File: src/rtl/core/rss_pkg.sv
// ----------------------------------------------------------------------------
// rss_pkg
// shared types, constants and codes of the ray-sphere shade accumulator
// ----------------------------------------------------------------------------
`default_nettype none

package rss_pkg;

    // default geometry
    localparam int SIDE_DEF        = 64;
    localparam int WINDOW_HALF_DEF = 10;

    // configuration register indexes
    localparam logic [2:0] CFG_WINDOW_DIST = 3'd0;
    localparam logic [2:0] CFG_CENTER_X    = 3'd1;
    localparam logic [2:0] CFG_CENTER_Y    = 3'd2;
    localparam logic [2:0] CFG_CENTER_Z    = 3'd3;
    localparam logic [2:0] CFG_LIGHT_X     = 3'd4;
    localparam logic [2:0] CFG_LIGHT_Y     = 3'd5;
    localparam logic [2:0] CFG_LIGHT_Z     = 3'd6;
    localparam logic [2:0] CFG_RADIUS      = 3'd7;

    // register reset values
    localparam logic        [22:0] RST_WINDOW_DIST = 23'd655360;
    localparam logic signed [23:0] RST_CENTER_X    = 24'sd0;
    localparam logic signed [23:0] RST_CENTER_Y    = 24'sd786432;
    localparam logic signed [23:0] RST_CENTER_Z    = 24'sd0;
    localparam logic signed [23:0] RST_LIGHT_X     = 24'sd262144;
    localparam logic signed [23:0] RST_LIGHT_Y     = 24'sd262144;
    localparam logic signed [23:0] RST_LIGHT_Z     = -24'sd65536;
    localparam logic        [22:0] RST_RADIUS      = 23'd393216;

    localparam logic [16:0] B_MAX = 17'd65536;

    // iterative units
    localparam int DIV_BITS   = 4;
    localparam int DIV_STEPS  = 64 / DIV_BITS;
    localparam int SQRT_STEPS = 16;

    typedef struct packed {
        logic        start;
        logic [63:0] dividend;
        logic [31:0] divisor;
    } div_req_t;

    typedef struct packed {
        logic        done;
        logic [63:0] quotient;
    } div_rsp_t;

    typedef struct packed {
        logic        start;
        logic [63:0] radicand;
    } sqrt_req_t;

    typedef struct packed {
        logic        done;
        logic [31:0] root;
    } sqrt_rsp_t;

    typedef enum logic [1:0] {
        ACC_HOLD,
        ACC_LOAD,
        ACC_ADD,
        ACC_SUB
    } acc_op_t;

    typedef enum logic [5:0] {
        ST_CLEAR,
        ST_IDLE,
        ST_READ,
        ST_WX_MUL, ST_WX_DIV, ST_WX_WAIT,
        ST_WZ_MUL, ST_WZ_DIV, ST_WZ_WAIT,
        ST_WIN,
        ST_COL_MUL, ST_COL_DIV, ST_COL_WAIT,
        ST_ROW_MUL, ST_ROW_DIV, ST_ROW_WAIT,
        ST_T1, ST_T2, ST_T3, ST_T4,
        ST_D1, ST_D2, ST_D3, ST_D4, ST_D5, ST_D6, ST_D7,
        ST_SQ_WAIT,
        ST_P1, ST_P2, ST_P3, ST_P4,
        ST_U1, ST_U2, ST_U3, ST_U4, ST_U5, ST_NU_WAIT,
        ST_V1, ST_V2, ST_V3, ST_V4, ST_V5, ST_NV_WAIT,
        ST_W1, ST_W2, ST_W3, ST_W4, ST_W5,
        ST_Q_WAIT, ST_B_DIV, ST_B_WAIT,
        ST_MEMRD, ST_MEMWR,
        ST_DONE
    } state_t;

endpackage

`default_nettype wire

File: src/rtl/core/rss_div.sv
// ----------------------------------------------------------------------------
// rss_div
// unsigned 64 by 32 bit restoring divider, four quotient bits per cycle
// ----------------------------------------------------------------------------
`default_nettype none

module rss_div import rss_pkg::*;
(
    input  wire logic     clk,
    input  wire logic     rst_n,
    input  wire div_req_t req,
    output div_rsp_t      rsp
);

    logic [31:0] rem_reg;
    logic [63:0] quo_reg;
    logic [31:0] dsr_reg;
    logic [$clog2(DIV_STEPS)-1:0] cnt_reg;
    logic        busy_reg;
    logic        done_reg;

    logic [31:0] rem_next;
    logic [63:0] quo_next;

    always_comb
    begin
        logic [32:0] r;
        logic [63:0] q;
        r = {1'b0, rem_reg};
        q = quo_reg;
        for (int i = 0; i < DIV_BITS; i++)
        begin
            r = {r[31:0], q[63]};
            q = {q[62:0], 1'b0};
            if (r >= {1'b0, dsr_reg})
            begin
                r    = r - {1'b0, dsr_reg};
                q[0] = 1'b1;
            end
        end
        rem_next = r[31:0];
        quo_next = q;
    end

    always_ff @(posedge clk or negedge rst_n)
    begin
        if (!rst_n)
        begin
            busy_reg <= 1'b0;
            done_reg <= 1'b0;
            cnt_reg  <= '0;
        end
        else
        begin
            done_reg <= 1'b0;
            if (req.start)
            begin
                busy_reg <= 1'b1;
                cnt_reg  <= '1;
            end
            else if (busy_reg)
            begin
                cnt_reg <= cnt_reg - 1'b1;
                if (cnt_reg == '0)
                begin
                    busy_reg <= 1'b0;
                    done_reg <= 1'b1;
                end
            end
        end
    end

    always_ff @(posedge clk)
    begin
        if (req.start)
        begin
            rem_reg <= '0;
            quo_reg <= req.dividend;
            dsr_reg <= req.divisor;
        end
        else if (busy_reg)
        begin
            rem_reg <= rem_next;
            quo_reg <= quo_next;
        end
    end

    assign rsp.done     = done_reg;
    assign rsp.quotient = quo_reg;

endmodule

`default_nettype wire

File: config.mk
export PLATFORM = sky130hd
export DESIGN_NAME = rss_div
export DESIGN_NICKNAME = d
export VERILOG_FILES = /design/src/rtl/core/rss_pkg.sv /design/src/rtl/core/rss_div.sv
export SDC_FILE = /design/constraint.sdc
export NUM_CORES = 1
export LEC_CHECK = 0
export ABC_AREA = 1
export BUFFER_PORTS_ARGS = -buffer_cell sky130_fd_sc_hd__buf_4
export CAP_MARGIN = 30
export CORE_ASPECT_RATIO = 0.5
export CORE_MARGIN = 3
export CORE_UTILIZATION = 52
export DETAILED_ROUTE_END_ITERATION = 16
export GPL_TIMING_DRIVEN = 0
export PLACE_DENSITY = 0.81
export SLEW_MARGIN = 40
export SYNTH_ARGS = -nofsm -noshare
export SYNTH_HDL_FRONTEND = slang
export SYNTH_SLANG_ARGS = --single-unit
export TNS_END_PERCENT = 100
File: constraint.sdc
create_clock -name clk -period 11.5 [get_ports clk]
set_clock_uncertainty 0.15 [all_clocks]
set_input_delay 0.575 -clock clk [delete_from_list [all_inputs] [get_ports clk]]
set_output_delay 0.575 -clock clk [all_outputs]
set_load 0.005 [all_outputs]
==> flow_summary.ini <==
[route]
remaining_drc_errors = 0
wl_per_cell_um = 19.1
drt-pass1-iter-count = 5
drtAntennaViolNets = 0
totalWireLength_um = 54600
dr_total_vias = 16000
initialDrtViolationCount = 1469
vias_per_cell = 5.58

[hold_path]
hp-start = req[29]
whs_path_depth = 1
hold_end = dsr_reg[29]
worstHoldPathType = in2reg

[cts]
clk_transition_reported_paths_ns = 0.08
numCtsBuffers = 17
ctsLongestPathBuffers = 2
ctsRootBufferMaster = sky130_fd_sc_hd__clkbuf_16
htreeDepth = 4
post-cts-setup-buffer-count = 0
clkLatencyLatePin_ns = 0.44
tritoncts = done
cts_num_sinks = 134

[cells_and_area]
cell_area_after_layout_um2 = 17200
flip_flop_count_of_the_largest_register_all_copies_and_words_added = 64
finish.net_count = 2696
syn2layout_area_growth_pct = 15.6
area.sequential_um2 = 3670
post-route-util = 0.616
layout_common_cells = sky130_fd_sc_hd__nand2_1 (826), sky130_fd_sc_hd__inv_1 (305), sky130_fd_sc_hd__buf_4 (167)
multi_input_gate_area_um2 = 9630
n_fill_cell = 2731
antennaDiodeCount = 0
final_common_cell = sky130_fd_sc_hd__nand2_1
post_route_cells_drive_above_1_share = 0.132

[critical_path]
worstReg2RegEnd = rem_reg[30]
worstSetupEndpointType = flip-flop
worstRegToRegCells = 57
timing.critical_path.slowest_stage_cell = sky130_fd_sc_hd__o21ai_0
setup.worst_path.start = dsr_reg[20]
worst-endpoint-required_ns = 11.66
critical_path_peak_fanout = 10
timing.critical_path.slowest_cell_delay_ns = 0.55
reg2reg_slack_ns = 0.53
path_class = reg2reg
critical_path_arrival_ns = 11.13
cpMostUsedCell = sky130_fd_sc_hd__nand2_1
worstSetupStartpointType = flip-flop
reg2reg_from = dsr_reg[20]

[synth]
synthesis.area_per_instance_um2 = 6.51
synth.lib_cells_used.distinct = 60
synth_top_flop_cell = sky130_fd_sc_hd__edfxtp_1
ys_top_cells_by_area = sky130_fd_sc_hd__nand2_1 (21%), sky130_fd_sc_hd__edfxtp_1 (19%), sky130_fd_sc_hd__ha_1 (11%), sky130_fd_sc_hd__inv_1 (7.7%), sky130_fd_sc_hd__dfxtp_1 (4.3%)
synthesis.area_um2 = 14800
postSynthRegisterBits = 134
yosys_warnings = 0
synth_fp_nets = 2512
syn_inst = 2280
synthDominantAreaCellType = sky130_fd_sc_hd__nand2_1
synth-async-reset-ratio = 0.0448
synth-edff-count = 96
synth_largest_type_area_fraction = 0.209
synth.yosys.seq_area_share = 0.248

[run_status]
run_status = finished, final reports clean

[timing]
fmax_ghz = 0.0912
hold_violations = 0
max_slew.worst_pin.slew_ns = 0.803
finalSetupViolations = 0
finalMaxSlewViolations = 0
setup-tns-final_ns = 0
post-route-period-util = 0.954
finalWorstPathRequiredPeriod_ns = 10.97
max_slew_margin = 0.459

[floorplanning]
starting_density_of_the_core = 0.532
fp-row-count = 43
die-height_um = 125
fp.dieW_um = 245
floorplan.die_area_um2 = 30700
io_pins = 164
floorplan.core_area_um2 = 27900

[grt]
grt_start_max_net_pins = 46
via_count_of_the_first_global_routing_pass = 14900
grt_antenna_before_repair = 0
grt_pass1_wl_um = 82900
grtUsageTotal = 0.350
grt_remaining_overflow = 0

[placement]
io_buffer_count = 163
dpl_cell_area_um2 = 16600
routabilityCongestion = 1.05
dp.final_hpwl_um = 45700

[flow_run]
timing.max_cap.violations = 0
[cell usage after synthesis (all sizes together) (18+ instances only)]
| library cell | instances |
|---|---|
| clkbuf | 21 |
| nand3 | 131 |
| xnor2 | 64 |
| ha | 129 |
| nand4 | 21 |
| edfxtp | 96 |
| nor2 | 159 |
| xor2 | 37 |
| o21ai | 98 |
| o21bai | 20 |
| dfxtp | 32 |
| nand2 | 873 |
| a21o | 18 |
| inv | 318 |
| buf | 26 |
| a21oi | 119 |
[timing repair]
item / CTS / global route
endpoints found under the setup margin: 0 / 33
hold buffers: 1 / 0
endpoints found under the hold margin: 6 / 0
gates resized for setup: 0 / 7
[worst max-delay path by stage]
stage                   to  cells past startpoint
2_1_floorplan  rem_reg[12]                     64
3_3_place_gp   rem_reg[30]                     55
3_5_place_dp   rem_reg[30]                     55
4_1_cts        rem_reg[30]                     55
5_1_grt        rem_reg[30]                     56
6_report       rem_reg[30]                     57
[final cells by class]
| cell class | instances | share of cell area |
|---|---|---|
| inverter | 320 | 0.0704 |
| clock buffer | 17 | 0.0248 |
| timing repair buffer | 165 | 0.0735 |
| clock inverter | 15 | 0.00795 |
| sequential | 134 | 0.214 |
| buffer | 48 | 0.0203 |
| multi-input combinational | 1778 | 0.561 |
| tap | 382 | 0.0279 |
[kinds of logic after synthesis]
family,after synthesis,synth area share
AOI/OAI and AO/OA,308,0.122
xor gates and xnor gates,101,0.0596
adders and majority gates,133,0.114
buffers and inverters,368,0.104
DFF,134,0.248
and+or+nand+nor,1236,0.353
[metrics by stage]
| step | setup WS (ns) | hold WS [ns] | std cells |
|---|---|---|---|
| 2_1_floorplan | 3.45 | 0.129 | 2280 |
| 3_3_place_gp | 0.425 | 0.237 | 2825 |
| 3_5_place_dp | 0.491 | 0.237 | 2826 |
| 4_1_cts | 0.445 | 0.143 | 2859 |
| 5_1_grt | -0.00165 | 0.155 | 2859 |
| 6_report | 0.533 | 0.154 | 2859 |
[routing by layer]
layer | global-route usage | wire length [µm] | vias up
li1 | - | - | 7713
met1 | 0.506 | 23900 | 7361
met2 | 0.534 | 22900 | 810
met3 | 0.0849 | 6790 | 68
met4 | 0.0683 | 954 | 0
met5 | 0 | 0 | -
[worst max-delay path: cells and delay by family, from the launching register on]
kind,cells,cell delay [ns]
compound gates,11,2.48
fa+ha+maj,4,1.51
flops,1,0.39
buf+inv,12,1.98
simple gates,30,4.32
Power is not shown: default switching activity piles up to over one toggle a cycle in this logic, so the estimate is an artifact.
