**src/rtl/core/rss_pkg.sv**
```systemverilog
// ----------------------------------------------------------------------------
// rss_pkg
// shared types, constants and codes of the ray-sphere shade accumulator
// ----------------------------------------------------------------------------
`default_nettype none

package rss_pkg;

    // default geometry
    localparam int SIDE_DEF        = 64;
    localparam int WINDOW_HALF_DEF = 10;

    // configuration register indexes
    localparam logic [2:0] CFG_WINDOW_DIST = 3'd0;
    localparam logic [2:0] CFG_CENTER_X    = 3'd1;
    localparam logic [2:0] CFG_CENTER_Y    = 3'd2;
    localparam logic [2:0] CFG_CENTER_Z    = 3'd3;
    localparam logic [2:0] CFG_LIGHT_X     = 3'd4;
    localparam logic [2:0] CFG_LIGHT_Y     = 3'd5;
    localparam logic [2:0] CFG_LIGHT_Z     = 3'd6;
    localparam logic [2:0] CFG_RADIUS      = 3'd7;

    // register reset values
    localparam logic        [22:0] RST_WINDOW_DIST = 23'd655360;
    localparam logic signed [23:0] RST_CENTER_X    = 24'sd0;
    localparam logic signed [23:0] RST_CENTER_Y    = 24'sd786432;
    localparam logic signed [23:0] RST_CENTER_Z    = 24'sd0;
    localparam logic signed [23:0] RST_LIGHT_X     = 24'sd262144;
    localparam logic signed [23:0] RST_LIGHT_Y     = 24'sd262144;
    localparam logic signed [23:0] RST_LIGHT_Z     = -24'sd65536;
    localparam logic        [22:0] RST_RADIUS      = 23'd393216;

    localparam logic [16:0] B_MAX = 17'd65536;

    // iterative units
    localparam int DIV_BITS   = 4;
    localparam int DIV_STEPS  = 64 / DIV_BITS;
    localparam int SQRT_STEPS = 16;

    typedef struct packed {
        logic        start;
        logic [63:0] dividend;
        logic [31:0] divisor;
    } div_req_t;

    typedef struct packed {
        logic        done;
        logic [63:0] quotient;
    } div_rsp_t;

    typedef struct packed {
        logic        start;
        logic [63:0] radicand;
    } sqrt_req_t;

    typedef struct packed {
        logic        done;
        logic [31:0] root;
    } sqrt_rsp_t;

    typedef enum logic [1:0] {
        ACC_HOLD,
        ACC_LOAD,
        ACC_ADD,
        ACC_SUB
    } acc_op_t;

    typedef enum logic [5:0] {
        ST_CLEAR,
        ST_IDLE,
        ST_READ,
        ST_WX_MUL, ST_WX_DIV, ST_WX_WAIT,
        ST_WZ_MUL, ST_WZ_DIV, ST_WZ_WAIT,
        ST_WIN,
        ST_COL_MUL, ST_COL_DIV, ST_COL_WAIT,
        ST_ROW_MUL, ST_ROW_DIV, ST_ROW_WAIT,
        ST_T1, ST_T2, ST_T3, ST_T4,
        ST_D1, ST_D2, ST_D3, ST_D4, ST_D5, ST_D6, ST_D7,
        ST_SQ_WAIT,
        ST_P1, ST_P2, ST_P3, ST_P4,
        ST_U1, ST_U2, ST_U3, ST_U4, ST_U5, ST_NU_WAIT,
        ST_V1, ST_V2, ST_V3, ST_V4, ST_V5, ST_NV_WAIT,
        ST_W1, ST_W2, ST_W3, ST_W4, ST_W5,
        ST_Q_WAIT, ST_B_DIV, ST_B_WAIT,
        ST_MEMRD, ST_MEMWR,
        ST_DONE
    } state_t;

endpackage

`default_nettype wire

```
**src/rtl/core/rss_sqrt.sv**
```systemverilog
// ----------------------------------------------------------------------------
// rss_sqrt
// floor square root of a 64 bit value, two root bits per cycle
// ----------------------------------------------------------------------------
`default_nettype none

module rss_sqrt import rss_pkg::*;
(
    input  wire logic      clk,
    input  wire logic      rst_n,
    input  wire sqrt_req_t req,
    output sqrt_rsp_t      rsp
);

    logic [63:0] rad_reg;
    logic [33:0] rem_reg;
    logic [31:0] root_reg;
    logic [$clog2(SQRT_STEPS)-1:0] cnt_reg;
    logic        busy_reg;
    logic        done_reg;

    logic [63:0] rad_next;
    logic [33:0] rem_next;
    logic [31:0] root_next;

    always_comb
    begin
        logic [35:0] r;
        logic [35:0] trial;
        logic [63:0] a;
        logic [31:0] q;
        r = {2'b00, rem_reg};
        a = rad_reg;
        q = root_reg;
        for (int i = 0; i < 2; i++)
        begin
            r     = {r[33:0], a[63:62]};
            a     = {a[61:0], 2'b00};
            trial = {2'b00, q, 2'b01};
            if (r >= trial)
            begin
                r = r - trial;
                q = {q[30:0], 1'b1};
            end
            else
            begin
                q = {q[30:0], 1'b0};
            end
        end
        rem_next  = r[33:0];
        rad_next  = a;
        root_next = q;
    end

    always_ff @(posedge clk or negedge rst_n)
    begin
        if (!rst_n)
        begin
            busy_reg <= 1'b0;
            done_reg <= 1'b0;
            cnt_reg  <= '0;
        end
        else
        begin
            done_reg <= 1'b0;
            if (req.start)
            begin
                busy_reg <= 1'b1;
                cnt_reg  <= '1;
            end
            else if (busy_reg)
            begin
                cnt_reg <= cnt_reg - 1'b1;
                if (cnt_reg == '0)
                begin
                    busy_reg <= 1'b0;
                    done_reg <= 1'b1;
                end
            end
        end
    end

    always_ff @(posedge clk)
    begin
        if (req.start)
        begin
            rad_reg  <= req.radicand;
            rem_reg  <= '0;
            root_reg <= '0;
        end
        else if (busy_reg)
        begin
            rad_reg  <= rad_next;
            rem_reg  <= rem_next;
            root_reg <= root_next;
        end
    end

    assign rsp.done = done_reg;
    assign rsp.root = root_reg;

endmodule

`default_nettype wire

```
**config.mk**
```make
export PLATFORM = sky130hd
export DESIGN_NAME = rss_sqrt
export DESIGN_NICKNAME = d
export VERILOG_FILES = /design/src/rtl/core/rss_pkg.sv /design/src/rtl/core/rss_sqrt.sv
export SDC_FILE = /design/constraint.sdc
export NUM_CORES = 1
export LEC_CHECK = 0
export BUFFER_PORTS_ARGS = -buffer_cell sky130_fd_sc_hd__buf_4
export CAP_MARGIN = 20
export CORE_MARGIN = 8
export CORE_UTILIZATION = 30
export DETAILED_ROUTE_END_ITERATION = 16
export MAX_ROUTING_LAYER = met4
export PLACE_DENSITY_LB_ADDON = 0.15
export SYNTH_ARGS = -nofsm -noshare
export SYNTH_HDL_FRONTEND = slang
export SYNTH_SLANG_ARGS = --single-unit
```
**constraint.sdc**
```tcl
create_clock -name clk -period 5.4 [get_ports clk]
set_input_delay 1.08 -clock clk [delete_from_list [all_inputs] [get_ports clk]]
set_output_delay 1.08 -clock clk [all_outputs]
set_load 0.01 [all_outputs]
```
==> impl_summary.md, run 1 <==
Routing
The routed layout has 9119 vias. In the final routed layout, each cell accounts on average for 17.3 µm. In this run the remaining antenna-violating nets after routing total 0. Wires add up to 32300 µm. The number of detailed-route iterations in the first pass is 5. In this run, the number of DRC markers left after iteration 0 of detailed routing was 488. Dividing the detail-routed via count by the number of cells gives 4.89. The number of design rule violations left after detail routing is 0.

Setup path
The type of the setup path with the least slack is reg -> reg. Data arrives at the worst endpoint at 5610 ps. The worst register-to-register path begins at root_reg[0]. The peak per-stage delay on the critical path is 350 ps. The worst setup path is captured at a flip-flop. The cell depth of the worst flop-to-flop path is 28.

On the critical path, the stage with the largest delay is an instance of sky130_fd_sc_hd__dfxtp_1. STA classifies the critical path startpoint as a flip-flop. The worst setup slack for register-to-register paths is 130 ps. The worst register-to-register path ends at rem_reg[2]. The endpoint required time on the critical path is 5740 ps. Among the stages of the critical path, the cell type that occurs most often is sky130_fd_sc_hd__a21o_1.

Along the worst path, the maximum fanout reaches 8.

CTS
The tree is rooted in a sky130_fd_sc_hd__clkbuf_16. The clock passes through at most 2 buffers. The clock reaches the later pin of the worst-skew pair after 450 ps. The count of H-tree levels built during CTS is 4. TritonCTS built the clock tree.

Counting the buffers created by CTS gives 17. Clock-pin slew was measured on the worst setup and hold paths at 70 ps. The clock net in this run drives a total of 136 sinks.

The quantity of hold-fixing buffers added after cts is 0.

Layout
For this run, the post-layout net count is 1545. The finished layout cell area is 0.0143 mm². The filler cells instantiated in the layout total 3250. The area added between synthesis and finish is 43.6%. Cells with a size suffix above 1 make up 41.4% of the layout. The number of inserted diodes is 0.

The register with the most flip-flops in the layout has 64 of them.

Synth
The number of distinct standard cells referenced by the synthesized netlist is 65. The number of warning messages in the yosys log is 0. Yosys mapped a number of flops with a built-in enable equal to 64. The post-synthesis net count is 1220. Yosys attributes the largest share of cell area to sky130_fd_sc_hd__edfxtp_1, sky130_fd_sc_hd__dfxtp_1, sky130_fd_sc_hd__ha_1, sky130_fd_sc_hd__mux2_2, sky130_fd_sc_hd__mux2i_1.

The cell area that synthesis handed to floorplanning was 0.00993 mm². The biggest area consumer among synthesized cells is sky130_fd_sc_hd__edfxtp_1. The share of flip-flops with an asynchronous set or reset is 4.41%. The average cell area after synthesis is 9.16 µm². Summed over its instances, the top area cell type makes up 19.3% of the synthesized netlist area. The count of mapped cells out of synthesis is 1084.

The number of synthesized register bits is 136. The part of the Yosys area used for sequential elements is 34.2%. The most used flip-flop cell after synthesis is sky130_fd_sc_hd__dfxtp_1.

Placed design
The count of input and output buffers is 99. The final HPWL from detailed placement is 24300 µm. Routability-driven placement finished with a final weighted congestion of 0.878. Summing all placed instances gives a cell area of 0.0128 mm².

Timing
The max-slew violation count is 0. The routed design could run at a clock period as short as 5270 ps. The worst max-slew margin expressed relative to the limit is 33.9%. Setup repair after global routing could not meet its margin everywhere.

The final critical-path share of the clock period is 97.7%. For the pin with the worst max-slew slack, the measured transition is 991 ps. The setup TNS after final layout is 0 ps. The final-report setup violation count is 0. On the final layout, the worst clock skew is 13.4 ps. The highest clock rate is 190 MHz. The number of hold violations in the final report was 0. The worst hold slack across all endpoints is 430 ps.

Worst hold path
In this run the worst hold path is classified as in -> async.

Outcome
The flow ran to the end, and the final reports show no timing, DRC or antenna violations.

Die
The total I/O pin count is 100. In this run the horizontal extent of the chip is 198 µm. The core box area is 0.0325 mm². The die covers 0.0392 mm². In this run the core area contains 66 standard-cell rows. The starting density of the core is 30.5%. The height of the die is 198 µm.

Global routing
The first global-routing pass estimated 50700 µm of wire. The total congestion overflow is 0. The number of global-route vias before repair came to 9162. The total track usage is 16.9%. The initial antenna violation count is 0. The largest net degree at the start of global routing is 77.

Flow run
The tool flagged a number of max-cap violations equal to 0.
==> cells by family (layout without fill, tap and decap cells) <==
| group | Yosys count | count (layout) | share of synthesized area, % |
|---|---|---|---|
| AO/OA/AOI/OAI | 279 | 279 | 19.0 |
| XOR/XNOR | 58 | 58 | 5.11 |
| adder cells (fa/ha/maj) | 69 | 69 | 8.69 |
| buffers and inverters | 138 | 476 | 6.69 |
| flip-flops | 136 | 136 | 34.2 |
| multiplexers | 124 | 124 | 13.4 |
| AND/OR/NAND/NOR | 280 | 280 | 13.0 |
==> cell type report <==
class                      instances  area, µm²  area share, %
clock inverter                    15        158           1.11
clock buffer                      17        425           2.98
sequential                       136       3410           23.9
timing repair buffer             383       2980           20.9
tap                              442        553           3.88
inverter                          61        234           1.64
multi-input combinational        810       6510           45.7
==> metal layers <==
layer | up-vias | GRT usage, % | routed length (µm)
met5 | - | - | 0
met4 | 0 | 4.23 | 479
met3 | 28 | 4.19 | 1710
met2 | 177 | 26.0 | 14700
met1 | 4337 | 22.1 | 15400
li1 | 4577 | - | -
==> placed cells by master (no fill, tap or decap), types with 10 or more instances in the layout <==
cell type                   count
sky130_fd_sc_hd__clkbuf_16     17
sky130_fd_sc_hd__nand2b_1      12
sky130_fd_sc_hd__a21o_1        42
sky130_fd_sc_hd__o21ai_1       11
sky130_fd_sc_hd__nor2_1       109
sky130_fd_sc_hd__nand2_1       58
sky130_fd_sc_hd__dfxtp_1       59
sky130_fd_sc_hd__nand3_1       22
sky130_fd_sc_hd__buf_4        371
sky130_fd_sc_hd__edfxtp_1      64
sky130_fd_sc_hd__mux2_2        64
sky130_fd_sc_hd__nand4_1       12
sky130_fd_sc_hd__ha_4          11
sky130_fd_sc_hd__a211oi_1      25
sky130_fd_sc_hd__xor2_1        20
sky130_fd_sc_hd__a21oi_1       56
sky130_fd_sc_hd__xnor2_1       37
sky130_fd_sc_hd__o21ai_0       26
sky130_fd_sc_hd__inv_1         55
sky130_fd_sc_hd__nor3_1        12
sky130_fd_sc_hd__ha_1          51
sky130_fd_sc_hd__a21oi_2       17
sky130_fd_sc_hd__mux2i_1       54
sky130_fd_sc_hd__and3_1        10
==> how the worst max path moves through the flow <==
stage	from	slack, ps	to
2_1_floorplan	root_reg[8]	0.9	rem_reg[0]
3_3_place_gp	root_reg[11]	-360	rem_reg[33]
3_5_place_dp	root_reg[11]	-400	rem_reg[33]
4_1_cts	root_reg[11]	10	rem_reg[27]
5_1_grt	root_reg[0]	-120	rem_reg[10]
6_report	root_reg[0]	130	rem_reg[2]
==> cells in the mapped netlist, types with 10 or more instances <==
cell and instances:
sky130_fd_sc_hd__nor2_1 112, sky130_fd_sc_hd__a21oi_1 73, sky130_fd_sc_hd__ha_1 69, sky130_fd_sc_hd__mux2_2 67, sky130_fd_sc_hd__dfxtp_1 66, sky130_fd_sc_hd__edfxtp_1 64, sky130_fd_sc_hd__inv_1 60, sky130_fd_sc_hd__nand2_1 59
sky130_fd_sc_hd__mux2i_1 56, sky130_fd_sc_hd__a21o_1 42, sky130_fd_sc_hd__xnor2_1 38, sky130_fd_sc_hd__o21ai_0 35, sky130_fd_sc_hd__buf_4 32, sky130_fd_sc_hd__a211oi_1 29, sky130_fd_sc_hd__clkbuf_1 28, sky130_fd_sc_hd__nand3_1 22
sky130_fd_sc_hd__xor2_1 20, sky130_fd_sc_hd__nor3_1 16, sky130_fd_sc_hd__and3_1 13, sky130_fd_sc_hd__nand2b_1 12, sky130_fd_sc_hd__nand4_1 12, sky130_fd_sc_hd__a31oi_1 11, sky130_fd_sc_hd__buf_1 11, sky130_fd_sc_hd__and2_1 10
sky130_fd_sc_hd__o21a_1 10, sky130_fd_sc_hd__o21bai_1 10
==> what timing repair did <==
item,CTS,global route
endpoints found under the setup margin,35,35
pin swaps,13,51
setup buffers,5,20
gates resized for setup,34,109
cloned,2,0
==> worst max-delay path: cells and delay by family (launching register included) <==
family / cells / cell delay, ps
AO/OA/AOI/OAI: 15 / 3020
buffers and inverters: 6 / 820
adder cells (fa/ha/maj): 2 / 450
AND/OR/NAND/NOR: 4 / 370
flip-flops: 1 / 350
XOR/XNOR: 1 / 140
==> through the flow <==
stage | utilization (%) | setup slack [ps] | cells
2_1_floorplan | - | 0.934 | 1084
3_3_place_gp | 39.3 | -362 | 1808
3_5_place_dp | 39.3 | -397 | 1808
4_1_cts | 41.9 | 11.0 | 1847
5_1_grt | 43.8 | -124 | 1864
6_report | 43.8 | 125 | 1864
Power of run 1 is left out: the tool's default activity adds up to more than one toggle a clock period on the data nets, which glitch-free logic cannot reach.
==> run 2, diff against run 1 <==
ABC_AREA = 1   (was not set)
clock period = 4.28 ns   (was 5.4 ns; I/O delays follow)
==> run 2 against run 1 <==
  * The flow now finishes with violations (setup timing)
  * Area after synthesis up 6.7%
  * Core utilization increased by 5.4 points
  * Global-route usage increased by 3.8 points
  * Wire length up 31%
  * Critical path depth rose by 6
  * Non-clock buffer count rose by 188
  * Die area up 6.2%
  * Fmax up 22%
  * Register-to-register slack got worse by 170 ps
  * Critical endpoint is now rem_reg[19]
==> impl_summary.md, run 2 <==
Placed design
The final HPWL from detailed placement is 31800 µm (was 24300 µm). The cell area after placement is 0.0146 mm² (was 0.0128 mm²). The count of input and output buffers is 99 (unchanged). The routability-driven placement congestion ratio came to 0.917 (was 0.878).

Synth
The most used flip-flop cell after synthesis is sky130_fd_sc_hd__dfxtp_1 (unchanged). The post-synth design cell area is 0.0106 mm² (was 0.00993 mm²). The biggest area consumer among synthesized cells is sky130_fd_sc_hd__nand2_1 (was sky130_fd_sc_hd__edfxtp_1). Commonest cells in the synthesized netlist: sky130_fd_sc_hd__nand2_1, sky130_fd_sc_hd__inv_1, sky130_fd_sc_hd__nor2_1 (was sky130_fd_sc_hd__nor2_1, sky130_fd_sc_hd__a21oi_1, sky130_fd_sc_hd__ha_1).

The library cell with the highest instance count after synthesis was sky130_fd_sc_hd__nand2_1 (was sky130_fd_sc_hd__nor2_1). The part of the Yosys area used for sequential elements is 32.0% (was 34.2%). The area share of the largest cell type after synthesis is 18.7% (was 19.3%). The number of warning messages in the yosys log is 0 (unchanged). The share of flip-flops with an asynchronous set or reset is 4.41% (unchanged). The count of mapped cells out of synthesis is 1570 (was 1084). The number of synthesized flops with an enable pin came to 64 (unchanged). The post-synthesis net count is 1706 (was 1220). The number of distinct standard cells referenced by the synthesized netlist was 54 (was 65). Largest cells by area after synthesis: sky130_fd_sc_hd__nand2_1, sky130_fd_sc_hd__edfxtp_1, sky130_fd_sc_hd__dfxtp_1, sky130_fd_sc_hd__ha_1, sky130_fd_sc_hd__inv_1 (was sky130_fd_sc_hd__edfxtp_1, sky130_fd_sc_hd__dfxtp_1, sky130_fd_sc_hd__ha_1, sky130_fd_sc_hd__mux2_2, sky130_fd_sc_hd__mux2i_1). The average cell area after synthesis came to 6.75 µm² (was 9.16 µm²). The number of synthesized register bits was 136 (unchanged).

Setup path
The cell depth of the worst flop-to-flop path is 34 (was 28). The worst setup slack for register-to-register paths was -40 ps (was 130 ps). The type of element capturing the critical path is a flip-flop (unchanged). The combined buffer and inverter count along the critical path was 9 (was 6).

The cell type with the highest occurrence count on the critical path is sky130_fd_sc_hd__nand2_4 (was sky130_fd_sc_hd__a21o_1). The category of the worst setup path launch point is a flip-flop (unchanged). The type of the setup path with the least slack is reg -> reg (unchanged).

The standard cell with the maximum stage delay on the critical path is sky130_fd_sc_hd__dfxtp_2 (was sky130_fd_sc_hd__dfxtp_1). The peak per-stage delay on the critical path is 330 ps (was 350 ps). The endpoint of the lowest-slack register-to-register path is rem_reg[19] (was rem_reg[2]). The top fanout value on the critical path came to 7 (was 8).

The arrival time at the worst endpoint is 4720 ps (was 5610 ps). The endpoint required time on the critical path is 4670 ps (was 5740 ps). The kind of cell adding the most delay to the critical path is simple AND/OR/NAND/NOR gates (was compound AO/OA/AOI/OAI gates). The reg-to-reg startpoint is root_reg[10] (was root_reg[0]).

Layout
The finished layout cell area is 0.0174 mm² (was 0.0143 mm²). The total of fill cells in the finished design is 3587 (was 3250). The number of nets in the layout is 2227 (was 1545). The most frequent standard cell in the layout excluding fill and tap cells is sky130_fd_sc_hd__buf_4 (unchanged).

The number of flip-flops in the largest register was 64 (unchanged). The area added between synthesis and finish was 63.7% (was 43.6%). The number of inserted diodes is 0 (unchanged). Commonest non-fill, non-tap cells in the layout: sky130_fd_sc_hd__buf_4, sky130_fd_sc_hd__nand2_1, sky130_fd_sc_hd__inv_1 (was sky130_fd_sc_hd__buf_4, sky130_fd_sc_hd__nor2_1, sky130_fd_sc_hd__mux2_2, sky130_fd_sc_hd__edfxtp_1, sky130_fd_sc_hd__dfxtp_1). The area taken by flip-flops and latches was 0.00343 mm² (was 0.00341 mm²). The combined area of the multi-input logic cells came to 0.00740 mm² (was 0.00651 mm²). The end-of-flow core utilization is 49.3% (was 43.8%).

The proportion of layout cells with a drive suffix above 1 is 43.7% (was 41.4%).

Global routing
The number of global-route vias before repair is 12300 (was 9162). The total congestion overflow is 0 (unchanged). The largest net degree at the start of global routing is 75 (was 77). The wire length of the first global-routing pass is 65900 µm (was 50700 µm).

The initial antenna violation count was 0 (unchanged). The total track usage is 20.7% (was 16.9%).

CTS
The latest clock arrival within the worst-skew pair is 450 ps (about the same). The number of buffers created by CTS is 17 (unchanged). The TritonCTS clock tree is yes (unchanged). The count of H-tree levels built during CTS is 4 (unchanged).

The maximum number of buffers from clock root to sink was 2 (unchanged). The CTS clock-pin slew for the worst setup and hold paths is 60 ps (was 70 ps). The buffer cell driving the clock tree root is sky130_fd_sc_hd__clkbuf_16 (unchanged).

The total clock sinks is 136 (unchanged).

Routing
The number of detailed-route iterations in the first pass came to 5 (unchanged). The number of vias per cell after detailed routing is 4.68 (was 4.89). The DRC marker count from the first detailed-route iteration is 681 (was 488). The number of design rule violations left after detail routing is 0 (unchanged). The average wire per standard cell came to 16.5 µm (was 17.3 µm). The aggregate routed wire length was 42200 µm (was 32300 µm).

The via count came to 12000 (was 9119). The count of nets left with antenna violations after detail routing is 0 (unchanged).

Timing
Setup repair after global routing missed its margin: yes (unchanged). The post-route worst setup slack was -44.0 ps (was 125 ps). The worst max-slew margin expressed relative to the limit is 36.0% (was 33.9%). The worst clock skew came to 11.2 ps (was 13.4 ps). The final critical-path share of the clock period came to 101% (was 97.7%). The number of hold violations in the final report is 0 (unchanged). The highest clock rate was 231 MHz (was 190 MHz).

The max-slew violation count came to 0 (unchanged). The worst hold slack across all endpoints is 211 ps (was 430 ps). The setup TNS after final layout is -222 ps (was 0 ps). The final-report setup violation count came to 10 (was 0). The minimum period implied by the final worst setup slack is 4320 ps (was 5270 ps). The slew at the pin closest to its max-slew limit came to 959 ps (was 991 ps).

Flow run
The max-cap check violation count is 0 (unchanged).

Die
The die boundary width is 204 µm (was 198 µm). The number of placement rows is 69 (was 66). The total I/O pin count was 100 (unchanged).

The full die area was 0.0416 mm² (was 0.0392 mm²). The height of the die was 204 µm (was 198 µm). The core box area is 0.0352 mm² (was 0.0325 mm²). The starting density of the core came to 30.1% (was 30.5%).

Outcome
The checks that failed: setup timing. Outcome: finished with violations (was finished clean).

Worst hold path
The class of the worst hold path is in -> async (unchanged).
-- run 2: changes by cell type after synthesis, moves of 24 or more --
cell / delta
sky130_fd_sc_hd__mux2i_1: -56
sky130_fd_sc_hd__a21oi_1: +24
sky130_fd_sc_hd__a21o_1: -41
sky130_fd_sc_hd__nand2_1: +468
sky130_fd_sc_hd__mux2_2: -67
sky130_fd_sc_hd__nand3_1: +38
sky130_fd_sc_hd__o22ai_1: +29
sky130_fd_sc_hd__nand2_2: +25
sky130_fd_sc_hd__o21ai_0: +46
sky130_fd_sc_hd__a211oi_1: -28
sky130_fd_sc_hd__inv_1: +142
-- run 2: layout make-up --
type                       count  share of cell area (%)
clock buffer                  17                    2.45
clock inverter                15                   0.793
inverter                     208                    4.60
multi-input combinational   1157                    42.7
sequential                   136                    19.8
tap                          461                    3.32
timing repair buffer         571                    26.4
-- run 2: worst max-delay path by stage --
stage	startpoint	cells past startpoint	slack (ps)	endpoint
floorplan	root_reg[14]	34	260	rem_reg[8]
global placement	root_reg[13]	28	-640	rem_reg[5]
detailed placement	root_reg[13]	28	-680	rem_reg[20]
CTS	root_reg[6]	36	0.6	rem_reg[28]
global route	root_reg[5]	33	-310	rem_reg[19]
finish	root_reg[10]	34	-40	rem_reg[19]
-- run 2: cell families after synthesis --
| logic type | Yosys count | share of synthesized area [%] |
|---|---|---|
| and+or+nand+nor | 793 | 31.8 |
| buffers and inverters | 278 | 11.3 |
| AOI/OAI and AO/OA | 251 | 13.2 |
| DFF | 136 | 32.0 |
| adders and majority gates | 69 | 8.14 |
| xor gates and xnor gates | 43 | 3.55 |
-- run 2: metal layers --
metal	part of all wire, %	track usage, %	routed length (µm)	vias up
li1	-	-	-	6106
met1	47	26.5	19700	5563
met2	47	33.5	19700	273
met3	3.4	2.41	1420	69
met4	3.4	7.43	1420	0
met5	0	-	0	-
-- run 2: metrics by stage --
stage	std cells	worst slack, ps
floorplan	1570	262
global route	2565	-312
global placement	2461	-640
detailed placement	2461	-684
CTS	2547	0.578
finish	2565	-44.0
-- run 2: what timing repair did --
action,CTS,global route
hold endpoints to repair,0,0
cloned,4,1
setup buffers,52,18
pin swaps,48,77
endpoints found under the setup margin,35,35
hold buffers,0,0
resized for setup,184,200
Power of run 2 is left out for the same reason.
